## src/rtl/uvsph_pkg.sv

```systemverilog
// shared types, constants and term tables for the uv sphere mesh generator
package uvsph_pkg;

    localparam int SEGMENT_LIMIT       = 255;
    localparam int ANGLE_FRACTION_BITS = 14;
    localparam int QUAD_BITS           = ANGLE_FRACTION_BITS - 2;
    localparam int TEX_FRAC            = 16;
    localparam int Q_FRAC              = 30;

    // long division lanes: quotient bits, dividend bits, remainder bits
    localparam int DIV_QW = 17;
    localparam int DIV_DW = 8 + TEX_FRAC;
    localparam int DIV_RW = 9;

    // series term datapath
    localparam int N_TERMS = 7;
    localparam int TERM_XW = 32;
    localparam int TERM_PW = 2 * TERM_XW - Q_FRAC;
    localparam int TERM_MW = TERM_PW + 1;
    localparam int TERM_SW = TERM_XW + 2;

    localparam longint unsigned PIH_Q30 = 64'd1686629713;

    // factorial factors of the sine and cosine terms and their ceil log2
    localparam int SIN_DIV [N_TERMS] = '{6, 20, 42, 72, 110, 156, 210};
    localparam int SIN_LOG [N_TERMS] = '{3, 5, 6, 7, 7, 8, 8};
    localparam int COS_DIV [N_TERMS] = '{2, 12, 30, 56, 90, 132, 182};
    localparam int COS_LOG [N_TERMS] = '{1, 4, 5, 6, 7, 8, 8};

    localparam logic FUNC_VERTEX = 1'b0;
    localparam logic FUNC_QUAD   = 1'b1;

    localparam logic [1:0] REG_LONG   = 2'd0;
    localparam logic [1:0] REG_LAT    = 2'd1;
    localparam logic [1:0] REG_RADIUS = 2'd2;

    localparam logic [2:0] QUAD_LAST = 3'd5;

    typedef struct packed {
        logic [DIV_RW-1:0] rem;
        logic [DIV_QW-1:0] low;
        logic [DIV_QW-1:0] quo;
    } t_div_lane;

    typedef struct packed {
        logic [TERM_XW-1:0]        x2;
        logic [TERM_XW-1:0]        t;
        logic signed [TERM_SW-1:0] sum;
    } t_term;

    typedef struct packed {
        logic [TERM_MW-1:0] mul;
        logic [3:0]         shift;
        logic               neg;
    } t_term_ctl;

    typedef struct packed {
        logic              func;
        logic              err;
        logic [15:0]       v0;
        logic [1:0]        qt;
        logic [1:0]        qp;
        logic [DIV_QW-1:0] tex_u;
        logic [DIV_QW-1:0] tex_v;
    } t_side;

endpackage

```

## src/rtl/uvsph_div_cell.sv

```systemverilog
// one restoring long division step, one quotient bit per cell
module uvsph_div_cell import uvsph_pkg::*; (
    input  logic              i_clk,
    input  logic              i_en,
    input  logic [DIV_RW-1:0] i_divisor,
    input  t_div_lane         i_lane,
    output t_div_lane         o_lane
);

    logic [DIV_RW:0] trial;
    logic            ge;
    t_div_lane       r_lane;

    assign trial = {i_lane.rem, i_lane.low[DIV_QW-1]};
    assign ge    = trial >= {1'b0, i_divisor};

    always_ff @(posedge i_clk) begin
        if (i_en) begin
            r_lane.rem <= ge ? DIV_RW'(trial - {1'b0, i_divisor}) : trial[DIV_RW-1:0];
            r_lane.low <= {i_lane.low[DIV_QW-2:0], 1'b0};
            r_lane.quo <= {i_lane.quo[DIV_QW-2:0], ge};
        end
    end

    assign o_lane = r_lane;

endmodule

```

## config.mk

```make
export PLATFORM = sky130hd
export DESIGN_NAME = uvsph_div_cell
export DESIGN_NICKNAME = d
export VERILOG_FILES = /design/src/rtl/uvsph_pkg.sv /design/src/rtl/uvsph_div_cell.sv
export SDC_FILE = /design/constraint.sdc
export NUM_CORES = 1
export LEC_CHECK = 0
export ABC_AREA = 1
export BUFFER_PORTS_ARGS = -buffer_cell sky130_fd_sc_hd__buf_2
export CAP_MARGIN = 30
export CORE_ASPECT_RATIO = 1.75
export CORE_MARGIN = 4
export CORE_UTILIZATION = 45
export DETAILED_ROUTE_END_ITERATION = 16
export GPL_ROUTABILITY_DRIVEN = 0
export PLACE_DENSITY = 0.79
export SKIP_LAST_GASP = 1
export SLEW_MARGIN = 40
export SYNTH_ARGS = -nofsm -noshare
export SYNTH_HDL_FRONTEND = slang
export SYNTH_SLANG_ARGS = --single-unit
```

## constraint.sdc

```tcl
create_clock -name i_clk -period 2.4 [get_ports i_clk]
set_clock_uncertainty 0.2 [all_clocks]
set_input_delay 0.48 -clock i_clk [delete_from_list [all_inputs] [get_ports i_clk]]
set_output_delay 0.48 -clock i_clk [all_outputs]
set_load 0.01 [all_outputs]
```

==> impl_metrics.env, run 1 <==
export IMPL_io_pins=97
export IMPL_maxCapViolCount=0
export IMPL_dieArea_um2=5450
export IMPL_synth_area_um2=1930
export IMPL_largest_register_ffs=42
export IMPL_synth_top_area_share_pct=65.2
export IMPL_hold_class="in2reg"
export IMPL_synth_top_cell_by_area="edfxtp_1"
export IMPL_cts_root_buf="clkbuf_8"
export IMPL_ys_seq_area_share_pct=65.2
export IMPL_grt_pass1_wl_um=6620
export IMPL_required_ns=2.24
export IMPL_coreArea_um2=4150
export IMPL_period_minus_slack_ns=2.05
export IMPL_drt_pass1_iterations=4
export IMPL_grt_busiest_layer="met2"
export IMPL_synth_compound_area_share_pct=2.07
export IMPL_synth_area_top_cells="edfxtp_1, nand2_1, ha_1"
export IMPL_ys_warn_count=0
export IMPL_worst_setup_path_type="in2reg"
export IMPL_hold_viol=0
export IMPL_cts_tree="built"
export IMPL_die_y_um=94.7
export IMPL_cts_hold_buf=0
export IMPL_synth_xor_area_share_pct=1.36
export IMPL_fin_setup_tns_ns=0
export IMPL_post_cts_buffers=0
export IMPL_dpl_hpwl_um=3490
export IMPL_routed_via_density=4.72
export IMPL_drive_gt1_share_pct=40.7
export IMPL_finalPower_mw=1.76
export IMPL_final_nets=336
export IMPL_clkTransAtPathRegs_ns=0.08
export IMPL_slew_violations=0
export IMPL_crit_path_max_fanout=10
export IMPL_synth_top_family_by_area="simple AND/OR/NAND/NOR gates"
export IMPL_die_w_um=57.6
export IMPL_cts_buffer_depth=2
export IMPL_met3_usage_pct=3.56
export IMPL_cts_resized_gates=0
export IMPL_min_from="i_lane[30]"
export IMPL_finalSetupViolations=0
export IMPL_layout_common_cells="buf_2, nand2_1, edfxtp_1"
export IMPL_track_usage_pct=16.5
export IMPL_synth_adder_area_share_pct=6.86
export IMPL_avgSynthCellArea_um2=11.4
export IMPL_routed_wl_um=4250
export IMPL_gr_total_overflow=0
export IMPL_holdPathStages=1
export IMPL_synth_ff_type="edfxtp_1"
export IMPL_grt_max_degree=43
export IMPL_synth_edf_count=42
export IMPL_vias=1519
export IMPL_grt_pass1_vias=1428
export IMPL_antenna_found_initial=0
export IMPL_drc=0
export IMPL_status="complete, no violations"
export IMPL_synthSimpleGateAreaFrac_pct=18.6
export IMPL_min_period_over_period_pct=85.3
export IMPL_ant_nets=0
export IMPL_end_kind="flip-flop"
export IMPL_cts_sinks=42
export IMPL_muxShareOfSynthArea_pct=0
export IMPL_p_per_area_nw_per_um2=682
export IMPL_insertedDiodeCount=0
export IMPL_synthToLayoutAreaGrowth_pct=33.7
export IMPL_drt_iter0_drc=27
export IMPL_power_leakage_nw=1.29
export IMPL_synth_seq_cells=42
export IMPL_holdPathEnd="o_lane[31]"
export IMPL_start_util_pct=46.6
export IMPL_port_buffer_count=94
export IMPL_row_count=31
export IMPL_h_tree_depth=2
export IMPL_fillers=361
export IMPL_async_flop_share_pct=0
export IMPL_ir_worst_vdd_mv=0.360
export IMPL_start_kind="input pin"
export IMPL_max_slew_margin_rel_pct=65.2
export IMPL_dpl_worst_slack_ns=0.0667
export IMPL_rsz0062_at_grt="false"
export IMPL_worst_pin_slew_ns=0.522
export IMPL_final_setup_worst_slack_ns=0.352
export IMPL_syn_nets=234
export IMPL_cts_inserted_buffers=5
export IMPL_max_freq_mhz=488
export IMPL_met2_usage_pct=29.7
export IMPL_routedWlPerCell_um=13.2
export IMPL_yosysUniqueCellTypes=20
export IMPL_grtUsageMet1_pct=16.7
export IMPL_critPathArrivalTime_ns=1.89
export IMPL_layout_commonest_cell="buf_2"
export IMPL_synthCells=170
[Yosys cell counts (2+ instances only)]
| library cell | number |
|---|---|
| ha_1 | 9 |
| nand2_4 | 2 |
| a21oi_1 | 3 |
| nand4_1 | 2 |
| nor2_1 | 5 |
| xor2_1 | 3 |
| inv_1 | 25 |
| nand2_2 | 2 |
| nand2_1 | 51 |
| edfxtp_1 | 42 |
| nand3_1 | 17 |
[area by class of cell]
type	count	area, um^2	area share (%)
sequential	42	1260	48.8
timing repair buffer	97	493	19.1
tap	49	61.3	2.37
clock inverter	2	37.5	1.45
multi-input combinational	100	563	21.8
inverter	26	97.6	3.77
clock buffer	6	72.6	2.81
[where the power goes]
part / switching [mW] / leakage, nW / internal [mW]
clock network: 0.225 / 0.0514 / 0.310
registers: 0.0142 / 0.411 / 0.888
logic: 0.190 / 0.832 / 0.135
total: 0.430 / 1.29 / 1.33
[through the flow]
stage / cells / hold slack (ns) / cell area (um^2) / util [%]
floorplan: 170 / 0.379 / 1930 / -
global placement: 314 / 0.456 / 2480 / 59.7
detailed placement: 314 / 0.458 / 2480 / 59.7
CTS: 322 / 0.153 / 2590 / 62.3
global route: 322 / 0.142 / 2590 / 62.3
finish: 322 / 0.163 / 2590 / 62.3
[worst max-delay path, cell delays in order]
cell	delay (ns)
buf_2	0.10
inv_1	0.05
ha_1	0.13
inv_1	0.07
fa_1	0.43
nand4_1	0.17
nand2_2	0.09
nand2_4	0.10
nand2_4	0.10
nand2_1	0.10
nand2_1	0.06
[cells by family (layout without fill, tap and decap cells)]
kind of cell / count (synthesis) / in the layout
buffers and inverters: 28 / 131
xor gates and xnor gates: 3 / 3
adders and majority gates: 10 / 10
DFF: 42 / 42
AOI/OAI and AO/OA: 5 / 5
and+or+nand+nor: 81 / 81
other: 1 / 1
[worst max-delay path by stage]
stage | start | endpoint | slack, ns | depth (start not counted)
2_1_floorplan | i_lane[33] | o_lane[41] | 0.33 | 10
3_3_place_gp | i_lane[33] | o_lane[42] | 0.10 | 11
3_5_place_dp | i_lane[33] | o_lane[42] | 0.07 | 11
4_1_cts | i_lane[33] | o_lane[37] | 0.35 | 11
5_1_grt | i_lane[33] | o_lane[37] | 0.24 | 11
6_report | i_lane[33] | o_lane[37] | 0.35 | 11
[routing by layer]
| metal | routed length (um) | share of wire (%) | up-vias |
|---|---|---|---|
| met5 | 0 | 0 | - |
| met4 | 127 | 3.0 | 0 |
| met3 | 344 | 8.1 | 10 |
| met2 | 2340 | 55 | 66 |
| met1 | 1440 | 34 | 678 |
| li1 | - | - | 765 |
Power figures use the tool's default switching activity.
==> run 2: changes to the inputs <==
CELL_PAD_IN_SITES_DETAIL_PLACEMENT = 0   (was default)
CELL_PAD_IN_SITES_GLOBAL_PLACEMENT = 1   (was default)
CORE_UTILIZATION = 33   (was 45)
PLACE_DENSITY = 0.78   (was 0.79)
==> impl_metrics.env, run 2 (same netlist as run 1, synthesis figures left out) <==
export IMPL_status="complete, no violations"
export IMPL_ir_worst_vdd_mv=0.293
export IMPL_die_w_um=65.9
export IMPL_layout_common_cells="buf_2, nand2_1, edfxtp_1"
export IMPL_path_cells="buf_2, inv_1, ha_1, inv_1, fa_1, nand3_1, nand3_1, nand2_1, nand2_1, nand2_1, nand2_1, nand2_1, nand2_1"
export IMPL_drive_gt1_share_pct=40.7
export IMPL_critPathArrivalTime_ns=1.86
export IMPL_p_int_mw=1.34
export IMPL_fillers=533
export IMPL_switching_share_pct=23.6
export IMPL_largest_register_ffs=42
export IMPL_p_sw_mw=0.414
export IMPL_dp_cells=343
export IMPL_dpl_hpwl_um=3520
export IMPL_cts_resized_gates=0
export IMPL_final_setup_worst_slack_ns=0.378
export IMPL_p_per_area_nw_per_um2=665
export IMPL_ant_nets=0
export IMPL_max_freq_mhz=495
export IMPL_required_ns=2.24
export IMPL_cp_num_buf_inv=3
export IMPL_drt_iter0_drc=76
export IMPL_rsz0062_at_grt="false"
export IMPL_cts_buffer_depth=2
export IMPL_grt_pass1_vias=1532
export IMPL_drt_pass1_iterations=4
export IMPL_final_nets=338
export IMPL_layout_commonest_cell="buf_2"
export IMPL_slew_violations=0
export IMPL_insertedDiodeCount=0
export IMPL_dpl_worst_slack_ns=0.0671
export IMPL_coreArea_um2=5630
export IMPL_seqCellArea_um2=1260
export IMPL_seq_power_share_pct=51.5
export IMPL_track_usage_pct=12.0
export IMPL_clkTransAtPathRegs_ns=0.08
export IMPL_power_leakage_nw=1.30
export IMPL_finalSetupViolations=0
export IMPL_p_comb_share_pct=18.6
export IMPL_cpPeakStageDelay_ns=0.43
export IMPL_grt_pass1_wl_um=6430
export IMPL_routedWlPerCell_um=12.1
export IMPL_die_y_um=109
export IMPL_routed_via_density=4.27
export IMPL_cts_tree="built"
export IMPL_end_kind="flip-flop"
export IMPL_worst_setup_path_type="in2reg"
export IMPL_start_util_pct=34.4
export IMPL_cts_sinks=42
export IMPL_vias=1500
export IMPL_min_period_over_period_pct=84.3
export IMPL_crit_path_max_fanout=3
export IMPL_routed_wl_um=4240
export IMPL_drc=0
export IMPL_io_pins=97
export IMPL_port_buffer_count=94
export IMPL_start_kind="input pin"
export IMPL_final_cell_count_no_fill=351
export IMPL_gr_total_overflow=0
export IMPL_cts_root_buf="clkbuf_8"
export IMPL_cp_common_cell="nand2_1"
export IMPL_cts_inserted_buffers=5
export IMPL_pwr_share_clk_pct=29.8
export IMPL_row_count=36
export IMPL_cpMaxStageDelayCell="fa_1"
export IMPL_dieArea_um2=7200
export IMPL_hold_viol=0
export IMPL_h_tree_depth=2
export IMPL_grt_max_degree=43
export IMPL_path_delay_family="simple AND/OR/NAND/NOR gates"
export IMPL_multi_input_area_um2=563
export IMPL_hold_class="in2reg"
export IMPL_post_cts_buffers=0
export IMPL_maxCapViolCount=0
export IMPL_synthToLayoutAreaGrowth_pct=36.0
export IMPL_fin_setup_tns_ns=0
export IMPL_antenna_found_initial=0
export IMPL_cts_hold_buf=0
export IMPL_period_minus_slack_ns=2.02
-- run 2: cell types whose count changed in the layout (fill, tap and decap cells not counted), sizes merged --
cell	change
clkbuf	+1
clkinvlp	-1
buf	+2
-- run 2: layout make-up --
cell class	instances	area share, %
Sequential cell	42	47.9
Tap cell	76	3.61
Multi-Input combinational cell	100	21.4
Clock buffer	7	2.90
Inverter	26	3.71
Clock inverter	1	1.14
Timing Repair Buffer	99	19.3
-- run 2: final timing paths --
path	startpoint	to	slack, ns	depth (start not counted)
worst max-delay path	i_lane[33]	o_lane[42]	0.38	13
worst min-delay path	i_lane[1]	o_lane[2]	0.16	1
-- run 2: per-layer routing --
metal  wire length, um  global-route usage, %
met5                 0                      0
met1              1350                   10.6
met4               110                   7.12
met3               420                   2.16
met2              2360                   23.7
-- run 2: per-stage QoR --
step / hold WS (ns) / instance area [um^2] / total power, mW / utilization, %
6_report: 0.161 / 2630 / 1.75 / 46.7
5_1_grt: 0.148 / 2630 / 1.84 / 46.7
4_1_cts: 0.152 / 2630 / 1.77 / 46.7
3_5_place_dp: 0.458 / 2520 / 1.25 / 44.8
3_3_place_gp: 0.456 / 2520 / 1.24 / 44.8
2_1_floorplan: 0.379 / 1930 / 1.10 / -
-- run 2: power by group through the flow --
stage               logic (mW)  registers [mW]  clock network, mW
global placement         0.326           0.916                  0
CTS                      0.333           0.903              0.538
global route             0.368           0.908              0.569
floorplan                0.135           0.961                  0
finish                   0.326           0.902              0.522
detailed placement       0.331           0.919                  0
==> run 3: changes to the inputs <==
ABC_AREA = 0   (was 1)
CORE_UTILIZATION = 32   (was 33)
PLACE_DENSITY = 0.76   (was 0.78)
clock period = 1.7 ns   (was 2.4 ns; I/O delays follow)
==> impl_metrics.env, run 3 <==
export IMPL_status="complete, but fails checks"
export IMPL_violations="negative setup slack"
export IMPL_coreArea_um2=5880
export IMPL_crit_path_max_fanout=6
export IMPL_row_count=37
export IMPL_routed_wl_um=4760
export IMPL_cts_buffer_depth=2
export IMPL_io_pins=97
export IMPL_fin_area_um2=2950
export IMPL_max_freq_mhz=451
export IMPL_synth_ff_type="edfxtp_1"
export IMPL_hold_class="in2reg"
export IMPL_synth_seq_cells=42
export IMPL_worst_setup_path_type="in2reg"
export IMPL_synth_commonest_cells="edfxtp_1, inv_1, ha_1"
export IMPL_final_setup_worst_slack_ns=-0.517
export IMPL_ys_warn_count=0
export IMPL_largest_register_ffs=42
export IMPL_layout_common_cells="buf_2, edfxtp_1, buf_4"
export IMPL_synth_area_top_cells="edfxtp_1, ha_1, inv_1"
export IMPL_dpl_worst_slack_ns=-0.910
export IMPL_final_nets=329
export IMPL_antenna_found_initial=0
export IMPL_ys_seq_area_share_pct=64.8
export IMPL_syn_nets=194
export IMPL_slew_violations=0
export IMPL_insertedDiodeCount=0
export IMPL_die_y_um=111
export IMPL_max_slew_margin_rel_pct=64.8
export IMPL_power_leakage_nw=1.34
export IMPL_fillers=545
export IMPL_critPathArrivalTime_ns=2.06
export IMPL_vias=1537
export IMPL_synth_area_um2=1950
export IMPL_drive_gt1_share_pct=59.0
export IMPL_die_w_um=66.9
export IMPL_required_ns=1.54
export IMPL_routedWlPerCell_um=13.8
export IMPL_cts_root_buf="clkbuf_8"
export IMPL_finalSetupViolations=10
export IMPL_start_util_pct=33.1
export IMPL_maxCapViolCount=0
export IMPL_rsz0062_at_grt="true"
export IMPL_synthCells=130
export IMPL_synth_most_common_cell="edfxtp_1"
export IMPL_port_buffer_count=94
export IMPL_track_usage_pct=12.5
export IMPL_synthToLayoutAreaGrowth_pct=51.6
export IMPL_dpl_hpwl_um=4070
export IMPL_drt_pass1_iterations=4
export IMPL_p_per_area_nw_per_um2=840
export IMPL_period_minus_slack_ns=2.22
export IMPL_min_from="i_lane[20]"
export IMPL_min_period_over_period_pct=130
export IMPL_cts_tree="built"
export IMPL_yosysUniqueCellTypes=44
export IMPL_drt_iter0_drc=55
export IMPL_layout_commonest_cell="buf_2"
export IMPL_dieArea_um2=7440
export IMPL_start_kind="input pin"
export IMPL_end_kind="flip-flop"
export IMPL_routed_via_density=4.47
export IMPL_dpl_instance_area_um2=2780
export IMPL_grt_pass1_vias=1478
export IMPL_worst_pin_slew_ns=0.514
export IMPL_startpoint="i_lane[33]"
export IMPL_cts_sinks=42
export IMPL_grt_max_degree=33
export IMPL_synth_edf_count=42
export IMPL_gr_total_overflow=0
export IMPL_h_tree_depth=2
export IMPL_avgSynthCellArea_um2=15.0
export IMPL_synth_top_area_share_pct=64.8
export IMPL_async_flop_share_pct=0
export IMPL_clkTransAtPathRegs_ns=0.08
export IMPL_hold_viol=0
export IMPL_cts_inserted_buffers=5
export IMPL_cts_hold_buf=0
export IMPL_synth_top_cell_by_area="edfxtp_1"
export IMPL_holdWs_ns=0.0278
export IMPL_post_route_util_pct=50.2
export IMPL_grt_pass1_wl_um=6990
export IMPL_ir_worst_vdd_mv=0.332
export IMPL_drc=0
export IMPL_ant_nets=0
[run 3: cell types whose count changed after synthesis, sizes merged, moves of 4 or more]
cell	before	now
mux2	0	4
a211oi	0	4
o211ai	0	4
inv	25	13
nand2	55	4
nand3	17	2
[run 3: final cells by class]
| cell class | count | area [um^2] | share of cell area (%) |
|---|---|---|---|
| clock inverter | 3 | 16.3 | 0.552 |
| timing repair buffer | 133 | 795 | 26.9 |
| multi-input combinational | 70 | 647 | 21.9 |
| clock buffer | 5 | 68.8 | 2.33 |
| tap | 78 | 97.6 | 3.31 |
| sequential | 42 | 1260 | 42.8 |
| inverter | 13 | 63.8 | 2.16 |
[run 3: worst paths after layout]
| kind | slack (ns) | cells past startpoint | end |
|---|---|---|---|
| worst max-delay path | -0.52 | 10 | o_lane[36] |
| worst min-delay path | 0.03 | 1 | o_lane[21] |
[run 3: kinds of logic after synthesis]
family,after synthesis,synth area share [%]
muxes,6,3.92
buffers and inverters,18,4.24
xor gates and xnor gates,3,1.35
AOI/OAI and AO/OA,33,13.6
other,1,0.193
and+or+nand+nor,17,5.02
DFF,42,64.8
adders and majority gates,10,6.82
[run 3: layer usage]
metal | vias to the layer above | share of wire [%] | track usage, %
met5 | - | 0 | 0
met4 | 0 | 2.1 | 4.34
met3 | 7 | 13 | 3.65
met2 | 94 | 53 | 23.9
met1 | 666 | 32 | 12.0
li1 | 770 | - | -
[run 3: power by group]
group / internal, mW / switching [mW] / leakage, nW
clock: 0.281 / 0.308 / 0.0416
combinational: 0.316 / 0.298 / 0.888
sequential: 1.25 / 0.0206 / 0.411
total: 1.85 / 0.626 / 1.34
[run 3: worst max-delay path, cell delays in order]
cell      delay, ns
buf_12         0.11
inv_12         0.04
ha_4           0.11
inv_2          0.03
fa_2           0.34
a211oi_2       0.24
o21ai_2        0.11
a211oi_4       0.32
inv_4          0.10
mux2_4         0.30
[run 3: per-stage QoR]
stage               total power, mW  setup TNS (ns)  instances
floorplan                      1.58           -5.99        130
global route                   2.64           -5.15        344
global placement               1.88           -8.06        331
finish                         2.48           -4.50        344
CTS                            2.50           -5.16        341
detailed placement             1.89           -8.40        331
[run 3: repair_timing]
item / 4_1_cts / 5_1_grt
setup buffers: 2 / 3
pin swaps: 8 / 5
setup endpoints to repair: 10 / 10
resized for setup: 3 / 7
